`config.mk`:
```
export PLATFORM = sky130hd
export DESIGN_NAME = priority_store_max_extract_flat
export DESIGN_NICKNAME = d
export VERILOG_FILES = /design/src/design/pse_pkg.sv /design/src/design/pse_cmd_if.sv /design/src/design/pse_res_if.sv /design/src/design/pse_ram.sv /design/src/design/pse_cmp.sv /design/src/design/priority_store_max_extract.sv /design/src/flat_wrapper.sv
export SDC_FILE = /design/constraint.sdc
export NUM_CORES = 1
export LEC_CHECK = 0
export BUFFER_PORTS_ARGS = -buffer_cell sky130_fd_sc_hd__buf_2
export CORE_AREA = 2 2 258 260
export CTS_BUF_LIST = sky130_fd_sc_hd__clkbuf_2 sky130_fd_sc_hd__clkbuf_4 sky130_fd_sc_hd__clkbuf_8
export DETAILED_ROUTE_END_ITERATION = 8
export DIE_AREA = 0 0 260 262
export PLACE_DENSITY = 0.93
export SLEW_MARGIN = 40
export SYNTH_ARGS = -nofsm -noshare
export SYNTH_HDL_FRONTEND = slang
export SYNTH_SLANG_ARGS = --single-unit
```
`constraint.sdc`:
```
create_clock -name clk -period 7.4 [get_ports clk]
set_input_delay 0.74 -clock clk [delete_from_list [all_inputs] [get_ports clk]]
set_output_delay 0.74 -clock clk [all_outputs]
set_load 0.005 [all_outputs]
```
`src/design/pse_pkg.sv`:
```
// Package for the priority store: command and status codes, compare-unit result type.
// No dependencies; pse_cmp and the top level refer to it by scoped name.
package pse_pkg;

    typedef logic [2:0] cmd_t;
    typedef logic [2:0] status_t;

    localparam cmd_t CMD_ADD      = 3'd0;
    localparam cmd_t CMD_POP      = 3'd1;
    localparam cmd_t CMD_REMOVE   = 3'd2;
    localparam cmd_t CMD_CONTAINS = 3'd3;
    localparam cmd_t CMD_READ     = 3'd4;

    localparam status_t ST_OK        = 3'd0;
    localparam status_t ST_DUPLICATE = 3'd1;
    localparam status_t ST_FULL      = 3'd2;
    localparam status_t ST_EMPTY     = 3'd3;
    localparam status_t ST_BAD_INDEX = 3'd4;

    localparam int PRIO_W  = 16;
    localparam int VALUE_W = 32;
    localparam int ENTRY_W = PRIO_W + VALUE_W;

    typedef struct packed {
        logic prio_eq;
        logic value_eq;
        logic prio_gt;
    } cmp_t;

endpackage

```
`src/design/pse_cmd_if.sv`:
```
// Command channel of the priority store: valid/ready and one command word.
// Depends on nothing.
interface pse_cmd_if;
    logic               valid;
    logic               ready;
    logic [2:0]         cmd;
    logic signed [15:0] priority_req;
    logic signed [31:0] value;
    logic [3:0]         index;

    modport source (output valid, cmd, priority_req, value, index, input ready);
    modport sink   (input valid, cmd, priority_req, value, index, output ready);
endinterface

```
`src/design/pse_res_if.sv`:
```
// Result channel of the priority store: valid/ready and one result word.
// Depends on nothing.
interface pse_res_if;
    logic               valid;
    logic               ready;
    logic [2:0]         status;
    logic               found;
    logic signed [15:0] out_priority;
    logic signed [31:0] out_value;
    logic [4:0]         removed_count;
    logic [4:0]         count;

    modport source (output valid, status, found, out_priority, out_value, removed_count,
                    count, input ready);
    modport sink   (input valid, status, found, out_priority, out_value, removed_count,
                    count, output ready);
endinterface

```
`src/design/pse_ram.sv`:
```
// Generic simple dual-port RAM: one write port, one read port with registered data.
// Depends on nothing.
module pse_ram #(
    parameter int WIDTH = 48,
    parameter int DEPTH = 16
) (
    input  logic                                   clk,
    input  logic                                   we,
    input  logic [(DEPTH > 1 ? $clog2(DEPTH) : 1)-1:0] waddr,
    input  logic [WIDTH-1:0]                       wdata,
    input  logic                                   re,
    input  logic [(DEPTH > 1 ? $clog2(DEPTH) : 1)-1:0] raddr,
    output logic [WIDTH-1:0]                       rdata
);

    logic [WIDTH-1:0] mem [DEPTH];

    always_ff @(posedge clk)
    begin
        if (we)
        begin
            mem[waddr] <= wdata;
        end
        if (re)
        begin
            rdata <= mem[raddr];
        end
    end

endmodule

```
`src/design/pse_cmp.sv`:
```
// Shared compare unit: equality of priority and value, signed greater-than on priority.
// Depends on pse_pkg.
module pse_cmp (
    input  logic [pse_pkg::PRIO_W-1:0]  a_prio,
    input  logic [pse_pkg::VALUE_W-1:0] a_value,
    input  logic [pse_pkg::PRIO_W-1:0]  b_prio,
    input  logic [pse_pkg::VALUE_W-1:0] b_value,
    output pse_pkg::cmp_t               res
);

    always_comb
    begin
        res.prio_eq  = (a_prio == b_prio);
        res.value_eq = (a_value == b_value);
        res.prio_gt  = ($signed(a_prio) > $signed(b_prio));
    end

endmodule

```
`src/design/priority_store_max_extract.sv`:
```
// Top level of the priority store: sequencer, scan registers and result register.
// Depends on pse_pkg, pse_cmd_if, pse_res_if, pse_ram and pse_cmp.
//
//  channel   dir   handshake                 word
//  cmd_ch    in    valid/ready               cmd, priority_req, value, index
//  res_ch    out   valid/ready               status, found, out_priority, out_value,
//                                            removed_count, count
//  cfg       in    cfg_we                    cfg_wdata (capacity_in_use)
//
// Add, pop, remove-all and contains scan every held entry: one RAM read per held entry
// through the single read port, then a drain step, then a step to commit the result.
// Read fetches only the given slot, and only when it is below the count; other codes read none.
// cmd_ch.ready is high only between commands. A stalled result holds the commit step.
// rst_n clears the count and sets the capacity to 16; RAM contents need no clearing.
module priority_store_max_extract #(
    parameter int DEPTH = 16
) (
    input  logic           clk,
    input  logic           rst_n,
    pse_cmd_if.sink        cmd_ch,
    pse_res_if.source      res_ch,
    input  logic           cfg_we,
    input  logic [4:0]     cfg_wdata
);

    localparam int CW = $clog2(DEPTH + 1);
    localparam int XW = (CW > 5) ? CW : 5;
    localparam int AW = (DEPTH > 1) ? $clog2(DEPTH) : 1;
    localparam int PW = pse_pkg::PRIO_W;
    localparam int VW = pse_pkg::VALUE_W;

    typedef enum logic [2:0] {
        S_IDLE   = 3'b001,
        S_SCAN   = 3'b010,
        S_FINISH = 3'b100
    } state_t;

    state_t           state_reg, state_next;
    pse_pkg::cmd_t    cmd_reg;
    logic [PW-1:0]    preq_reg;
    logic [VW-1:0]    val_reg;
    logic [3:0]       idx_reg;
    logic [CW-1:0]    count_reg, count_next;
    logic [4:0]       cap_reg;
    logic [XW-1:0]    ptr_reg, ptr_next;
    logic [XW-1:0]    end_reg, end_next;
    logic             dv_reg;
    logic [AW-1:0]    didx_reg;
    logic [CW-1:0]    keep_reg, keep_next;
    logic             hit_reg, hit_next;
    logic [AW-1:0]    best_idx_reg, best_idx_next;
    logic [PW-1:0]    best_prio_reg, best_prio_next;
    logic [VW-1:0]    best_val_reg, best_val_next;
    logic [PW-1:0]    last_prio_reg, last_prio_next;
    logic [VW-1:0]    last_val_reg, last_val_next;

    logic                    out_valid_reg;
    pse_pkg::status_t        out_status_reg;
    logic                    out_found_reg;
    logic [PW-1:0]           out_prio_reg;
    logic [VW-1:0]           out_val_reg;
    logic [4:0]              out_removed_reg;
    logic [4:0]              out_count_reg;

    logic                        in_fire;
    logic                        out_free;
    logic                        commit;
    logic                        rd_en;
    logic [pse_pkg::ENTRY_W-1:0] rd_data;
    logic [PW-1:0]               rd_prio;
    logic [VW-1:0]               rd_val;
    logic                        ram_we;
    logic [AW-1:0]               ram_waddr;
    logic [pse_pkg::ENTRY_W-1:0] ram_wdata;
    logic [PW-1:0]               cmp_b_prio;
    pse_pkg::cmp_t               cmp_res;
    logic [XW-1:0]               count_x;
    logic [XW-1:0]               idx_x;
    logic [XW-1:0]               cap_x;
    logic [XW-1:0]               limit_x;
    logic [XW-1:0]               in_idx_x;

    pse_pkg::status_t        r_status;
    logic                    r_found;
    logic [PW-1:0]           r_prio;
    logic [VW-1:0]           r_val;
    logic [XW-1:0]           r_removed;
    logic [XW-1:0]           r_count_x;

    assign cmd_ch.ready = (state_reg == S_IDLE);
    assign in_fire      = cmd_ch.valid && cmd_ch.ready;
    assign out_free     = !out_valid_reg || res_ch.ready;
    assign commit       = (state_reg == S_FINISH) && out_free;

    assign count_x  = XW'(count_reg);
    assign idx_x    = XW'(idx_reg);
    assign in_idx_x = XW'(cmd_ch.index);
    assign cap_x    = XW'(cap_reg);
    assign limit_x  = (cap_x > XW'(DEPTH)) ? XW'(DEPTH) : cap_x;

    assign rd_en   = (state_reg == S_SCAN) && (ptr_reg < end_reg);
    assign rd_prio = rd_data[pse_pkg::ENTRY_W-1:VW];
    assign rd_val  = rd_data[VW-1:0];

    assign cmp_b_prio = (cmd_reg == pse_pkg::CMD_POP) ? best_prio_reg : preq_reg;

    pse_ram #(
        .WIDTH (pse_pkg::ENTRY_W),
        .DEPTH (DEPTH)
    ) u_ram (
        .clk   (clk),
        .we    (ram_we),
        .waddr (ram_waddr),
        .wdata (ram_wdata),
        .re    (rd_en),
        .raddr (ptr_reg[AW-1:0]),
        .rdata (rd_data)
    );

    pse_cmp u_cmp (
        .a_prio  (rd_prio),
        .a_value (rd_val),
        .b_prio  (cmp_b_prio),
        .b_value (val_reg),
        .res     (cmp_res)
    );

    always_comb
    begin
        r_status  = pse_pkg::ST_OK;
        r_found   = 1'b0;
        r_prio    = '0;
        r_val     = '0;
        r_removed = '0;
        r_count_x = count_x;
        ram_we    = 1'b0;
        ram_waddr = keep_reg[AW-1:0];
        ram_wdata = {rd_prio, rd_val};
        if (state_reg == S_SCAN)
        begin
            if (dv_reg && (cmd_reg == pse_pkg::CMD_REMOVE) && !cmp_res.prio_eq)
            begin
                ram_we = 1'b1;
            end
        end
        else if (state_reg == S_FINISH)
        begin
            case (cmd_reg)
                pse_pkg::CMD_ADD:
                begin
                    if (hit_reg)
                    begin
                        r_status = pse_pkg::ST_DUPLICATE;
                    end
                    else if (count_x >= limit_x)
                    begin
                        r_status = pse_pkg::ST_FULL;
                    end
                    else
                    begin
                        ram_we    = commit;
                        ram_waddr = count_reg[AW-1:0];
                        ram_wdata = {preq_reg, val_reg};
                        r_count_x = count_x + XW'(1);
                    end
                end
                pse_pkg::CMD_POP:
                begin
                    if (count_reg == '0)
                    begin
                        r_status = pse_pkg::ST_EMPTY;
                    end
                    else
                    begin
                        r_found   = 1'b1;
                        r_prio    = best_prio_reg;
                        r_val     = best_val_reg;
                        ram_we    = commit;
                        ram_waddr = best_idx_reg;
                        ram_wdata = {last_prio_reg, last_val_reg};
                        r_count_x = count_x - XW'(1);
                    end
                end
                pse_pkg::CMD_REMOVE:
                begin
                    r_removed = count_x - XW'(keep_reg);
                    r_count_x = XW'(keep_reg);
                end
                pse_pkg::CMD_CONTAINS:
                begin
                    r_found = hit_reg;
                end
                pse_pkg::CMD_READ:
                begin
                    if (idx_x < count_x)
                    begin
                        r_found = 1'b1;
                        r_prio  = best_prio_reg;
                        r_val   = best_val_reg;
                    end
                    else
                    begin
                        r_status = pse_pkg::ST_BAD_INDEX;
                    end
                end
                default:
                begin
                    r_status = pse_pkg::ST_OK;
                end
            endcase
        end
    end

    always_comb
    begin
        state_next     = state_reg;
        ptr_next       = ptr_reg;
        end_next       = end_reg;
        keep_next      = keep_reg;
        hit_next       = hit_reg;
        best_idx_next  = best_idx_reg;
        best_prio_next = best_prio_reg;
        best_val_next  = best_val_reg;
        last_prio_next = last_prio_reg;
        last_val_next  = last_val_reg;
        count_next     = count_reg;
        case (state_reg)
            S_IDLE:
            begin
                if (in_fire)
                begin
                    keep_next = '0;
                    hit_next  = 1'b0;
                    ptr_next  = '0;
                    end_next  = '0;
                    if (cmd_ch.cmd inside {pse_pkg::CMD_ADD, pse_pkg::CMD_POP,
                                           pse_pkg::CMD_REMOVE, pse_pkg::CMD_CONTAINS})
                    begin
                        end_next = count_x;
                    end
                    else if (cmd_ch.cmd == pse_pkg::CMD_READ)
                    begin
                        ptr_next = in_idx_x;
                        end_next = (in_idx_x < count_x) ? in_idx_x + XW'(1) : in_idx_x;
                    end
                    state_next = S_SCAN;
                end
            end
            S_SCAN:
            begin
                if (rd_en)
                begin
                    ptr_next = ptr_reg + XW'(1);
                end
                else
                begin
                    state_next = S_FINISH;
                end
                if (dv_reg)
                begin
                    case (cmd_reg)
                        pse_pkg::CMD_ADD, pse_pkg::CMD_CONTAINS:
                        begin
                            if (cmp_res.prio_eq && cmp_res.value_eq)
                            begin
                                hit_next = 1'b1;
                            end
                        end
                        pse_pkg::CMD_POP:
                        begin
                            if ((didx_reg == '0) || cmp_res.prio_gt)
                            begin
                                best_idx_next  = didx_reg;
                                best_prio_next = rd_prio;
                                best_val_next  = rd_val;
                            end
                            last_prio_next = rd_prio;
                            last_val_next  = rd_val;
                        end
                        pse_pkg::CMD_REMOVE:
                        begin
                            if (!cmp_res.prio_eq)
                            begin
                                keep_next = keep_reg + CW'(1);
                            end
                        end
                        pse_pkg::CMD_READ:
                        begin
                            best_prio_next = rd_prio;
                            best_val_next  = rd_val;
                        end
                        default:
                        begin
                            hit_next = hit_reg;
                        end
                    endcase
                end
            end
            S_FINISH:
            begin
                if (commit)
                begin
                    count_next = r_count_x[CW-1:0];
                    state_next = S_IDLE;
                end
            end
            default:
            begin
                state_next = S_IDLE;
            end
        endcase
    end

    always_ff @(posedge clk or negedge rst_n)
    begin
        if (!rst_n)
        begin
            state_reg     <= S_IDLE;
            count_reg     <= '0;
            cap_reg       <= 5'd16;
            dv_reg        <= 1'b0;
            out_valid_reg <= 1'b0;
        end
        else
        begin
            state_reg <= state_next;
            count_reg <= count_next;
            dv_reg    <= rd_en;
            if (cfg_we)
            begin
                cap_reg <= cfg_wdata;
            end
            if (commit)
            begin
                out_valid_reg <= 1'b1;
            end
            else if (res_ch.ready)
            begin
                out_valid_reg <= 1'b0;
            end
        end
    end

    always_ff @(posedge clk)
    begin
        if (in_fire)
        begin
            cmd_reg  <= cmd_ch.cmd;
            preq_reg <= cmd_ch.priority_req;
            val_reg  <= cmd_ch.value;
            idx_reg  <= cmd_ch.index;
        end
        ptr_reg       <= ptr_next;
        end_reg       <= end_next;
        didx_reg      <= ptr_reg[AW-1:0];
        keep_reg      <= keep_next;
        hit_reg       <= hit_next;
        best_idx_reg  <= best_idx_next;
        best_prio_reg <= best_prio_next;
        best_val_reg  <= best_val_next;
        last_prio_reg <= last_prio_next;
        last_val_reg  <= last_val_next;
        if (commit)
        begin
            out_status_reg  <= r_status;
            out_found_reg   <= r_found;
            out_prio_reg    <= r_prio;
            out_val_reg     <= r_val;
            out_removed_reg <= r_removed[4:0];
            out_count_reg   <= r_count_x[4:0];
        end
    end

    assign res_ch.valid         = out_valid_reg;
    assign res_ch.status        = out_status_reg;
    assign res_ch.found         = out_found_reg;
    assign res_ch.out_priority  = out_prio_reg;
    assign res_ch.out_value     = out_val_reg;
    assign res_ch.removed_count = out_removed_reg;
    assign res_ch.count         = out_count_reg;

`ifndef ASSERT_OFF
    a_count_bound: assert property (@(posedge clk) disable iff (!rst_n)
        count_reg <= CW'(DEPTH))
        else $error("entry count above depth");

    a_scan_write: assert property (@(posedge clk) disable iff (!rst_n)
        (ram_we && (state_reg == S_SCAN)) |-> (cmd_reg == pse_pkg::CMD_REMOVE))
        else $error("RAM write during scan outside remove-all");

    a_keep_behind: assert property (@(posedge clk) disable iff (!rst_n)
        (state_reg == S_SCAN) |-> (XW'(keep_reg) <= ptr_reg))
        else $error("compaction write slot ahead of read slot");

    a_finish_drained: assert property (@(posedge clk) disable iff (!rst_n)
        (state_reg == S_FINISH) |-> !dv_reg)
        else $error("read data pending at commit");

    a_result_source: assert property (@(posedge clk) disable iff (!rst_n)
        $rose(res_ch.valid) |-> ($past(state_reg) == S_FINISH))
        else $error("result raised outside commit");
`endif

endmodule
```
`src/flat_wrapper.sv`:
```
// flat-port wrapper written by rule: the top's interface ports become plain ports
module priority_store_max_extract_flat 
#(
    parameter int DEPTH = 16
)
  (clk, rst_n, cfg_we, cfg_wdata, cmd_ch_valid, cmd_ch_cmd, cmd_ch_priority_req, cmd_ch_value, cmd_ch_index, cmd_ch_ready, res_ch_valid, res_ch_status, res_ch_found, res_ch_out_priority, res_ch_out_value, res_ch_removed_count, res_ch_count, res_ch_ready);
  pse_cmd_if cmd_ch_i ();
  pse_res_if res_ch_i ();
  input  logic clk;
  input  logic rst_n;
  input  logic cfg_we;
  input  logic [4:0] cfg_wdata;
  input wire logic [$bits(cmd_ch_i.valid)-1:0] cmd_ch_valid;
  input wire logic [$bits(cmd_ch_i.cmd)-1:0] cmd_ch_cmd;
  input wire logic [$bits(cmd_ch_i.priority_req)-1:0] cmd_ch_priority_req;
  input wire logic [$bits(cmd_ch_i.value)-1:0] cmd_ch_value;
  input wire logic [$bits(cmd_ch_i.index)-1:0] cmd_ch_index;
  output wire logic [$bits(cmd_ch_i.ready)-1:0] cmd_ch_ready;
  output wire logic [$bits(res_ch_i.valid)-1:0] res_ch_valid;
  output wire logic [$bits(res_ch_i.status)-1:0] res_ch_status;
  output wire logic [$bits(res_ch_i.found)-1:0] res_ch_found;
  output wire logic [$bits(res_ch_i.out_priority)-1:0] res_ch_out_priority;
  output wire logic [$bits(res_ch_i.out_value)-1:0] res_ch_out_value;
  output wire logic [$bits(res_ch_i.removed_count)-1:0] res_ch_removed_count;
  output wire logic [$bits(res_ch_i.count)-1:0] res_ch_count;
  input wire logic [$bits(res_ch_i.ready)-1:0] res_ch_ready;
  assign cmd_ch_i.valid = cmd_ch_valid;
  assign cmd_ch_i.cmd = cmd_ch_cmd;
  assign cmd_ch_i.priority_req = cmd_ch_priority_req;
  assign cmd_ch_i.value = cmd_ch_value;
  assign cmd_ch_i.index = cmd_ch_index;
  assign cmd_ch_ready = cmd_ch_i.ready;
  assign res_ch_valid = res_ch_i.valid;
  assign res_ch_status = res_ch_i.status;
  assign res_ch_found = res_ch_i.found;
  assign res_ch_out_priority = res_ch_i.out_priority;
  assign res_ch_out_value = res_ch_i.out_value;
  assign res_ch_removed_count = res_ch_i.removed_count;
  assign res_ch_count = res_ch_i.count;
  assign res_ch_i.ready = res_ch_ready;
  priority_store_max_extract #(.DEPTH(DEPTH)) u_core (.clk(clk), .rst_n(rst_n), .cmd_ch(cmd_ch_i), .res_ch(res_ch_i), .cfg_we(cfg_we), .cfg_wdata(cfg_wdata));
endmodule
```
**After elaboration in Yosys (flattened, before gate mapping)**

Memory sizes are Yosys's and may differ from the RTL's. A register that Yosys moved wholly into a read port is not among the register bits.
Cells that the tools add are included.

- Flip-flop bits (word level): 252
- Memory bits (writable): 768
- Input port bits: 65
- Output and inout bits: 64
- Word-level logic and storage cells: 164
- Memories kept: 1

- $add $sub $neg: 6
- Order comparisons: 6
- Equal/unequal tests: 23
- Mux-type cells: 71
- Bitwise gates (word level): 2
- Reductions and logical operators: 30

Memory list:

| name | words | bits a word | read ports | clocked after Yosys merged registers in | write ports | line | RTL |
|---|---|---|---|---|---|---|---|
| u_core.u_ram.mem | 16 | 48 | 1 | 1 | 1 | pse_ram.sv:16 | `logic [WIDTH-1:0] mem [DEPTH];` |

Operator list:

| operator | count |
|---|---|
| $mux 48 | 5 |
| $pmux 32 s2 | 2 |
| $mux 32 | 3 |
| $pmux 48 s2 | 1 |
| $mux 5 | 16 |
| $mux 16 | 4 |
| $pmux 16 s2 | 2 |
| $eq 32x32->1 | 1 |
| $mux 4 | 6 |
| $pmux 5 s2 | 2 |
| $pmux 3 s3 | 2 |
| $eq 16x16->1 | 1 |
| $gt 16x16->1 | 1 |
| $mux 1 | 16 |
| $add 5x1->5 const B | 3 |
| $eq 3x2->1 const B | 5 |
| $mux 3 | 5 |
| $pmux 5 s3 | 1 |
| $ne 2x2->1 const B | 7 |
| $lt 4x5->1 | 2 |
| $reduce_and 5->1 | 2 |
| $eq 3x1->1 const B | 3 |
| $eq 3x3->1 const B | 3 |
| $reduce_and 3->1 | 3 |
| 24 further kinds | 42 |

**Depth between registers and ports, before layout**

Gate-level depths: netlist of the first run.

- Word-level depth: 10
- Gate-level depth with buffers: 13
- Gate-level depth less buffers: 10

**Hierarchy**

Synthesis of the first run repeated with hierarchy kept, for this count alone.

- Cells, all modules: 2158
- Area total of the unflattened synthesis: 41802.6 um^2

Modules (own cells, without submodules):

| module | times used | cells an instance | area an instance (um^2) | seq. area each (um^2) |
|---|---|---|---|---|
| pse_ram | 1 | 1242 | 30171.4 | 24503.5 |
| priority_store_max_extract | 1 | 816 | 10846.7 | 7454.6 |
| pse_cmp | 1 | 100 | 784.5 | 0.0 |

**Least setup slack after synthesis of the first run**

No wires, ideal clock.

- Kind: reg-to-reg
- Start: reg u_core.state_reg[1]
- End: mem u_core.u_ram.mem[4][0], enable pin
- Library setup time: 0.454 ns
- Arrival: 5.140 ns
- Required time: 6.946 ns
- Setup slack: 1.807 ns
- Stages on the path, launching flop included: 7
- Buffers on the path: 0
- Period minus slack after synthesis: 5.593 ns
- Cells stage by stage: dfrtp_1 -> nor3b_1 -> and2_1 -> nand2_1 -> o21ai_2 -> nand3_1 -> nor2_1

- Longest elaborated chain between the ends: 9
- Elaborated cells between the ends (all ways): 13
- Classes of those cells: eq/ne (2); mux (10); reduce/logical (1)

Ends and longest elaborated chain:

| element | line | RTL |
|---|---|---|
| start, declared | priority_store_max_extract.sv:38 | `state_t state_reg, state_next;` |
| start signal, assigned | priority_store_max_extract.sv:326 | `state_reg <= state_next;` |
| $eq 3x3->1 * | priority_store_max_extract.sv:93 | `assign commit = (state_reg == S_FINISH) && out_free;` |
| $logic_and 1x1->1 * | priority_store_max_extract.sv:93 |  |
| net u_core.commit | priority_store_max_extract.sv:67 | `logic commit;` |
| $mux 1 | priority_store_max_extract.sv:155 | `else if (count_x >= limit_x)` |
| $mux 1 | priority_store_max_extract.sv:151 | `if (hit_reg)` |
| $pmux 1 s2 * | priority_store_max_extract.sv:148 | `case (cmd_reg)` |
| $mux 1 * | priority_store_max_extract.sv:146 | `else if (state_reg == S_FINISH)` |
| $mux 1 * | priority_store_max_extract.sv:139 | `if (state_reg == S_SCAN)` |
| $mux 1 * | pse_ram.sv:20 | `if (we)` |
| $mux 1 (implied by the code) * | pse_ram.sv:22 | `mem[waddr] <= wdata;` |
| end, declared | pse_ram.sv:16 |  |

The timed path passes the listed nets; every way through them passes the cells marked *.

**Worst setup path after layout of the first run**

- Start: reg u_core.cmd_reg[0]
- End: mem u_core.u_ram.mem[14][29], enable pin

- Longest elaborated chain between the ends: 9
- Elaborated cells between the ends (all ways): 17
- Classes of those cells: eq/ne (3); mux (10); reduce/logical (4)

Ends and longest elaborated chain:

| element | line | RTL |
|---|---|---|
| start, declared | priority_store_max_extract.sv:39 | `pse_pkg::cmd_t cmd_reg;` |
| start signal, assigned | priority_store_max_extract.sv:348 | `cmd_reg <= cmd_ch.cmd;` |
| $eq 3x1->1 | priority_store_max_extract.sv:105, priority_store_max_extract.sv:148 |  |
| $mux 16 | priority_store_max_extract.sv:105 | `assign cmp_b_prio = (cmd_reg == pse_pkg::CMD_POP) ? best_prio_reg : preq_reg;` |
| $eq 16x16->1 | pse_cmp.sv:13 | `res.prio_eq = (a_prio == b_prio);` |
| $logic_not 1->1 | priority_store_max_extract.sv:141 | `if (dv_reg && (cmd_reg == pse_pkg::CMD_REMOVE) && !cmp_res.prio_eq)` |
| $logic_and 1x1->1 | priority_store_max_extract.sv:141 |  |
| $mux 1 | priority_store_max_extract.sv:141 |  |
| $mux 1 | priority_store_max_extract.sv:139 |  |
| $mux 1 | pse_ram.sv:20 |  |
| $mux 1 (implied by the code) | pse_ram.sv:22 |  |

Parallel ways exist; a longest one is shown, timed or not.

==> results of run 1 <==
power breakdown:
| part | switching [mW] | leakage [nW] | internal [mW] | total [mW] |
|---|---|---|---|---|
| logic | 1.60 | 4.21 | 1.28 | 2.87 |
| registers | 0.260 | 9.80 | 7.08 | 7.34 |
| clock network | 2.31 | 1.66 | 2.59 | 4.90 |
| total | 4.17 | 15.7 | 10.9 | 15.1 |
kinds of logic (layout without fill, tap and decap cells):
family	Yosys count	after routing	synth area share (%)
AOI/OAI and AO/OA	202	202	3.15
xor gates and xnor gates	47	47	0.991
adders and majority gates	41	41	1.25
buffers and inverters	113	515	1.10
DFF	1068	1068	77.0
muxes	262	262	13.6
other	0	4	0
and+or+nand+nor	244	244	2.97
worst min-delay path by stage:
stage	from	depth (start not counted)	slack [ns]	endpoint
after floorplan	u_core.ptr_reg[2]$_DFFE_PP_	0	0.37	u_core.didx_reg[2]$_DFF_P_
after global placement	u_core.didx_reg[1]$_DFF_P_	0	0.41	u_core.best_idx_reg[1]$_DFFE_PP_
after global routing	cmd_ch_value[0]	1	0.06	u_core.val_reg[0]$_DFFE_PP_
after CTS	cmd_ch_value[25]	1	0.04	u_core.val_reg[25]$_DFFE_PP_
final	cmd_ch_value[25]	1	0.09	u_core.val_reg[25]$_DFFE_PP_
after detailed placement	u_core.didx_reg[0]$_DFF_P_	0	0.47	u_core.best_idx_reg[0]$_DFFE_PP_
synth_stat cells (15+ instances only):
master	number
ha_1	40
mux4_2	240
and2_1	54
clkbuf_1	61
o21ai_0	77
inv_1	17
nand2_1	83
nor2_1	44
xor2_1	17
buf_2	24
a22oi_1	49
a21oi_1	23
mux2i_1	17
edfxtp_1	1049
xnor2_1	30
a21o_1	15
layer usage:
layer	routed length (um)	GRT usage, %	up-vias	part of all wire (%)
met3	15300	9.00	523	13
li1	-	-	8768	-
met2	55500	54.9	2532	48
met5	17	0	-	0.015
met4	7250	19.1	2	6.3
met1	36700	44.2	11598	32
cell type report:
cell class | count | area (sq um) | share of cell area, %
clock buffers | 206 | 2560 | 5.41
repair buffers | 209 | 1600 | 3.38
flip-flops and latches | 1068 | 32000 | 67.6
inverters | 18 | 68.8 | 0.146
clock inverters | 82 | 642 | 1.36
diodes | 4 | 10.0 | 0.0212
well taps | 864 | 1080 | 2.29
multi-input cells | 796 | 9370 | 19.8
stage by stage:
| stage | cell area, sq um | hold slack (ns) |
|---|---|---|
| after floorplan | 41500 | 0.372 |
| after global placement | 43500 | 0.412 |
| after detailed placement | 43900 | 0.472 |
| after CTS | 47200 | 0.0360 |
| after global routing | 47300 | 0.0564 |
| final | 47300 | 0.0864 |
what timing repair did:
item                      CTS  global route
hold endpoints to repair   13             0
hold buffers                1             0
resized for setup           0             0
buffers inserted            0             0
worst register-to-register path: cells and delay by family (launching register included):
kind | cells | cell delay [ns]
AND/OR/NAND/NOR | 7 | 2.70
flip-flops | 1 | 0.76
buffers and inverters | 1 | 0.75
multiplexers | 1 | 0.32
adder cells (fa/ha/maj) | 1 | 0.29
AO/OA/AOI/OAI | 1 | 0.20
==> impl_metrics.py, run 1 <==
metrics = {
    "outcome": {
        "status": "finished, final reports clean",
    },
    "routing": {
        "avgViaCountPerCell": 7.21,
        "final_antenna_net_count": 0,
        "drc": 0,
        "drtPass1Iterations": 7,
        "post_drt_wl_per_cell_um": 35.3,
        "num_vias": 23423,
        "wirelength_mm": 115,
        "drt-initial-drc-count": 4156,
    },
    "cells_and_area": {
        "final_cells": 3247,
        "final_cell_mix": "edfxtp_1, mux4_2, clkbuf_8",
        "largest_reg_flops": 768,
        "fillers": 3281,
        "drive_above_1_share_pct": 32.4,
        "largest_register": "u_core.u_ram.mem",
        "final_core_utilization_pct": 72.4,
        "nets": 2360,
        "reg_top3": "u_core.u_ram.mem (768), u_core.u_ram.rdata (48)",
        "final_common_cell": "edfxtp_1",
        "syn2layout_area_growth_pct": 13.9,
    },
    "synthesis": {
        "syn_avg_cell_area_sq_um": 21.0,
        "synth_ff_type": "edfxtp_1",
        "ys_seq_area_share_pct": 77.0,
        "yosysWarningCount": 0,
        "yosysUniqueCellTypes": 63,
        "syn-num-nets": 2083,
        "syn_area_sq_um": 41500,
        "synthTopCellsByArea": "edfxtp_1, mux4_2, ha_1",
        "async_flop_share_pct": 1.40,
        "syn-instance-count": 1977,
        "synth.top_cell.area_share_pct": 75.9,
        "synth_enable_flop_cells": 1049,
        "synth_top_area_cell": "edfxtp_1",
        "synth_seq_cells": 1068,
    },
    "pwr": {
        "finalPower_mw": 15.1,
        "leakage_nw": 15.7,
        "powerDensity_nw_per_um2": 320,
        "irDropWorstVdd_mv": 0.233,
    },
    "worst_setup_path": {
        "cp_cell_sequence": "or3b_2 -> mux2i_1 -> ha_1 -> and4_1 -> nand4_1 -> or3_1 -> nand4_1 -> o21ai_2 -> nand3_2 -> nor2_4 -> buf_4",
        "critPathMaxStageDelay_ns": 0.85,
        "criticalPathCategory": "reg2reg",
        "cp_num_buf_inv": 1,
        "path_delay_family": "simple AND/OR/NAND/NOR gates",
        "crit_start": "u_core.cmd_reg[0]$_DFFE_PP_",
        "cp.depth": 11,
        "slowest_stage": "or3b_2",
        "worst_setup_path_end_kind": "register",
        "endpoint": "u_core.u_ram.mem[14][29]$_DFFE_PP_",
        "cp_common_cell": "nand4_1",
        "r2r_end": "u_core.u_ram.mem[14][29]$_DFFE_PP_",
        "r2r-start": "u_core.cmd_reg[0]$_DFFE_PP_",
        "critPathRequiredTime_ns": 7.83,
        "path_max_fanout": 34,
        "r2r_slack_ns": 1.93,
        "crit_arrival_ns": 5.90,
        "start_kind": "register",
        "rr_worst_depth": 11,
    },
    "placed_design": {
        "portBuffers": 128,
        "place_congestion": 0.884,
        "dp_hpwl_mm": 66.9,
        "place_inst": 2952,
        "place_ws_ns": 2.20,
    },
    "grt": {
        "grt_max_degree": 86,
        "grt_first_pass_wirelength_mm": 164,
        "grt_pass1_vias": 23616,
        "grt.overflow.total": 0,
        "grt_util_all_layers_pct": 34.5,
        "antenna_found_initial": 3,
    },
    "clock_network": {
        "clockRootBuffer": "clkbuf_8",
        "cts_tree": "yes",
        "cts.clk_slew.worst_paths_ns": 0.07,
        "cts_buffers": 161,
        "cts_sinks": 1068,
        "worstSkewPairLatency_ns": 0.84,
        "clock_path_buffers": 3,
        "clock_tree.htree_level_count": 4,
    },
    "sta": {
        "slew_headroom_pct": 41.9,
        "finClkSkew_ns": 0.0501,
        "fin_crit_ns": 5.47,
        "rsz0062_at_grt": "no",
        "post-route-period-util_pct": 73.9,
        "fmax_mhz": 183,
        "setup_viol": 0,
        "slew_violations": 0,
        "worstMarginPinSlew_ns": 0.869,
        "worst_slack_ns": 1.93,
        "hold_viol_final": 0,
        "fin_setup_tns_ns": 0,
    },
    "floorplan": {
        "initial_utilization_pct": 63.6,
        "die_y_um": 262,
        "io_pins": 129,
        "row_count": 94,
        "die_width_um": 260,
        "die_area_sq_um": 68100,
        "core_sq_um": 65300,
    },
    "hold_path": {
        "hp-class": "in2reg",
    },
    "run": {
        "drv_cap": 0,
    },
}
No activity file was read; power rests on OpenSTA's default activity.
==> run 2, diff against run 1 <==
==> constraint.sdc (replaced) <==
create_clock -name clk -period 5.5 [get_ports clk]
set_input_delay 0.55 -clock clk [delete_from_list [all_inputs] [get_ports clk]]
set_output_delay 0.55 -clock clk [all_outputs]
set_load 0.005 [all_outputs]
==> impl_metrics.py, run 2 (synthesized netlist as in run 1, its figures left out) <==
metrics = {
    "outcome": {
        "status": "finished, final reports clean",
    },
    "grt": {
        "grt_util_all_layers_pct": 34.9,
        "grt.overflow.total": 0,
        "grt_pass1_vias": 23770,
        "grt_max_degree": 99,
        "antenna_found_initial": 4,
        "grt_first_pass_wirelength_mm": 165,
    },
    "sta": {
        "worstMarginPinSlew_ns": 0.798,
        "hold_viol_final": 0,
        "setup_viol": 0,
        "fmax_mhz": 192,
        "slew_headroom_pct": 46.7,
        "fin_crit_ns": 5.20,
        "post-route-period-util_pct": 94.6,
        "rsz0062_at_grt": "no",
        "hold-worst-slack_ns": 0.0532,
        "finClkSkew_ns": 0.0413,
        "slew_violations": 0,
    },
    "pwr": {
        "intPower_mw": 14.4,
        "power_frac_clock_pct": 31.5,
        "leakage_nw": 15.8,
        "p_sw_share_pct": 28.2,
        "irDropWorstVdd_mv": 0.356,
        "switchingPower_mw": 5.65,
        "pwr-share-comb_pct": 19.4,
        "powerDensity_nw_per_um2": 421,
        "seqPwrFrac_pct": 49.1,
    },
    "worst_setup_path": {
        "path_max_fanout": 28,
        "crit_arrival_ns": 5.65,
        "cp_common_cell": "buf_4",
        "cp_cell_sequence": "buf_4 -> or3b_2 -> mux2i_1 -> ha_1 -> and4_1 -> nand4_1 -> a211oi_1 -> or4_1 -> o2111a_1 -> a31o_2 -> buf_4",
        "r2r_end": "u_core.best_val_reg[9]$_DFFE_PP_",
        "rr_worst_depth": 11,
        "worst_setup_path_end_kind": "register",
        "r2r-start": "u_core.cmd_reg[0]$_DFFE_PP_",
        "criticalPathCategory": "reg2reg",
        "start_kind": "register",
        "critPathRequiredTime_ns": 5.95,
        "cp_num_buf_inv": 2,
        "r2r_slack_ns": 0.30,
        "cp.depth": 11,
        "critPathMaxStageDelay_ns": 0.80,
        "path_delay_family": "simple AND/OR/NAND/NOR gates",
        "slowest_stage": "or3b_2",
    },
    "hold_path": {
        "min_from": "cfg_we",
        "worstHoldEndpoint": "u_core.cap_reg[1]$_DFFE_PN0P_",
        "hp-class": "in2reg",
        "holdPathStages": 2,
    },
    "cells_and_area": {
        "largest_reg_flops": 768,
        "nets": 2403,
        "final_common_cell": "edfxtp_1",
        "final_cells": 3287,
        "largest_register": "u_core.u_ram.mem",
        "drive_above_1_share_pct": 31.5,
        "reg_top3": "u_core.u_ram.mem (768), u_core.u_ram.rdata (48)",
        "syn2layout_area_growth_pct": 14.5,
        "final_cell_mix": "edfxtp_1, mux4_2, clkbuf_8",
    },
    "routing": {
        "final_antenna_net_count": 0,
        "wirelength_mm": 116,
        "drtPass1Iterations": 8,
        "avgViaCountPerCell": 7.26,
        "post_drt_wl_per_cell_um": 35.3,
        "drc": 0,
        "drt-initial-drc-count": 4148,
        "num_vias": 23856,
    },
    "clock_network": {
        "clock_tree.htree_level_count": 4,
        "hold_buffers": 63,
        "cts_buffers": 159,
        "cts_tree": "yes",
        "clock_path_buffers": 3,
        "cts_resized": 0,
        "clockRootBuffer": "clkbuf_8",
        "cts_sinks": 1068,
        "cts.clk_slew.worst_paths_ns": 0.07,
        "post_cts_buffers": 0,
        "worstSkewPairLatency_ns": 0.85,
    },
    "floorplan": {
        "die_area_sq_um": 68100,
        "io_pins": 129,
        "die_width_um": 260,
        "row_count": 94,
        "core_sq_um": 65300,
        "initial_utilization_pct": 63.6,
        "die_y_um": 262,
    },
    "placed_design": {
        "dp_hpwl_mm": 61.9,
        "portBuffers": 128,
        "place_inst": 2936,
        "place_congestion": 0.852,
    },
    "run": {
        "drv_cap": 0,
    },
}
==> run 2: changes by cell type in the layout (fill, tap and decap cells not counted), sizes merged <==
cell and delta:
buf -17, clkinvlp -7, clkinv +3, bufinv -8, dlygate4sd3 +62, diode -1, inv +6, clkbuf +2
==> run 2: per-layer routing <==
layer	share of wire (%)	global-route usage [%]	vias up
li1	-	-	8846
met1	31	44.5	11806
met2	47	54.7	2620
met3	14	9.46	576
met4	7.0	20.6	8
met5	0.049	0	-
==> run 2: how the worst max path moves through the flow <==
stage / from / end
final: u_core.cmd_reg[0]$_DFFE_PP_ / u_core.best_val_reg[9]$_DFFE_PP_
after CTS: u_core.cmd_reg[0]$_DFFE_PP_ / u_core.best_val_reg[16]$_DFFE_PP_
after global placement: u_core.cmd_reg[0]$_DFFE_PP_ / u_core.best_val_reg[18]$_DFFE_PP_
after global routing: u_core.cmd_reg[0]$_DFFE_PP_ / u_core.u_ram.mem[2][28]$_DFFE_PP_
after floorplan: u_core.state_reg[1]$_DFFE_PN0P_ / u_core.u_ram.mem[4][0]$_DFFE_PP_
after detailed placement: u_core.cmd_reg[0]$_DFFE_PP_ / u_core.best_val_reg[19]$_DFFE_PP_
==> run 2: final cells by class <==
class / count / area (sq um)
Sequential cell: 1068 / 32000
Fill cell: 3240 / 17700
Multi-Input combinational cell: 796 / 9410
Clock buffer: 208 / 2560
Timing Repair Buffer: 254 / 2010
Tap cell: 864 / 1080
Clock inverter: 76 / 448
Inverter: 18 / 68.8
Antenna cell: 3 / 7.51
==> run 2: through the flow <==
step | util, % | setup TNS, ns | setup WS [ns] | total power [mW] | area (sq um)
final | 72.8 | 0 | 0.296 | 20.0 | 47500
after global routing | 72.8 | 0 | 0.316 | 20.5 | 47500
after CTS | 72.6 | 0 | 0.490 | 19.8 | 47400
after detailed placement | 67.0 | 0 | 0.653 | 13.6 | 43700
after global placement | 66.9 | 0 | 1.01 | 13.3 | 43700
after floorplan | - | -27.69 | -0.0933 | 12.5 | 41500
==> run 2: power by group through the flow <==
stage,combinational [mW],sequential (mW),clock (mW)
finish,3.87,9.82,6.31
global route,4.04,9.83,6.62
CTS,3.75,9.80,6.26
detailed placement,3.66,9.96,0
global placement,3.39,9.94,0
floorplan,2.63,9.82,0
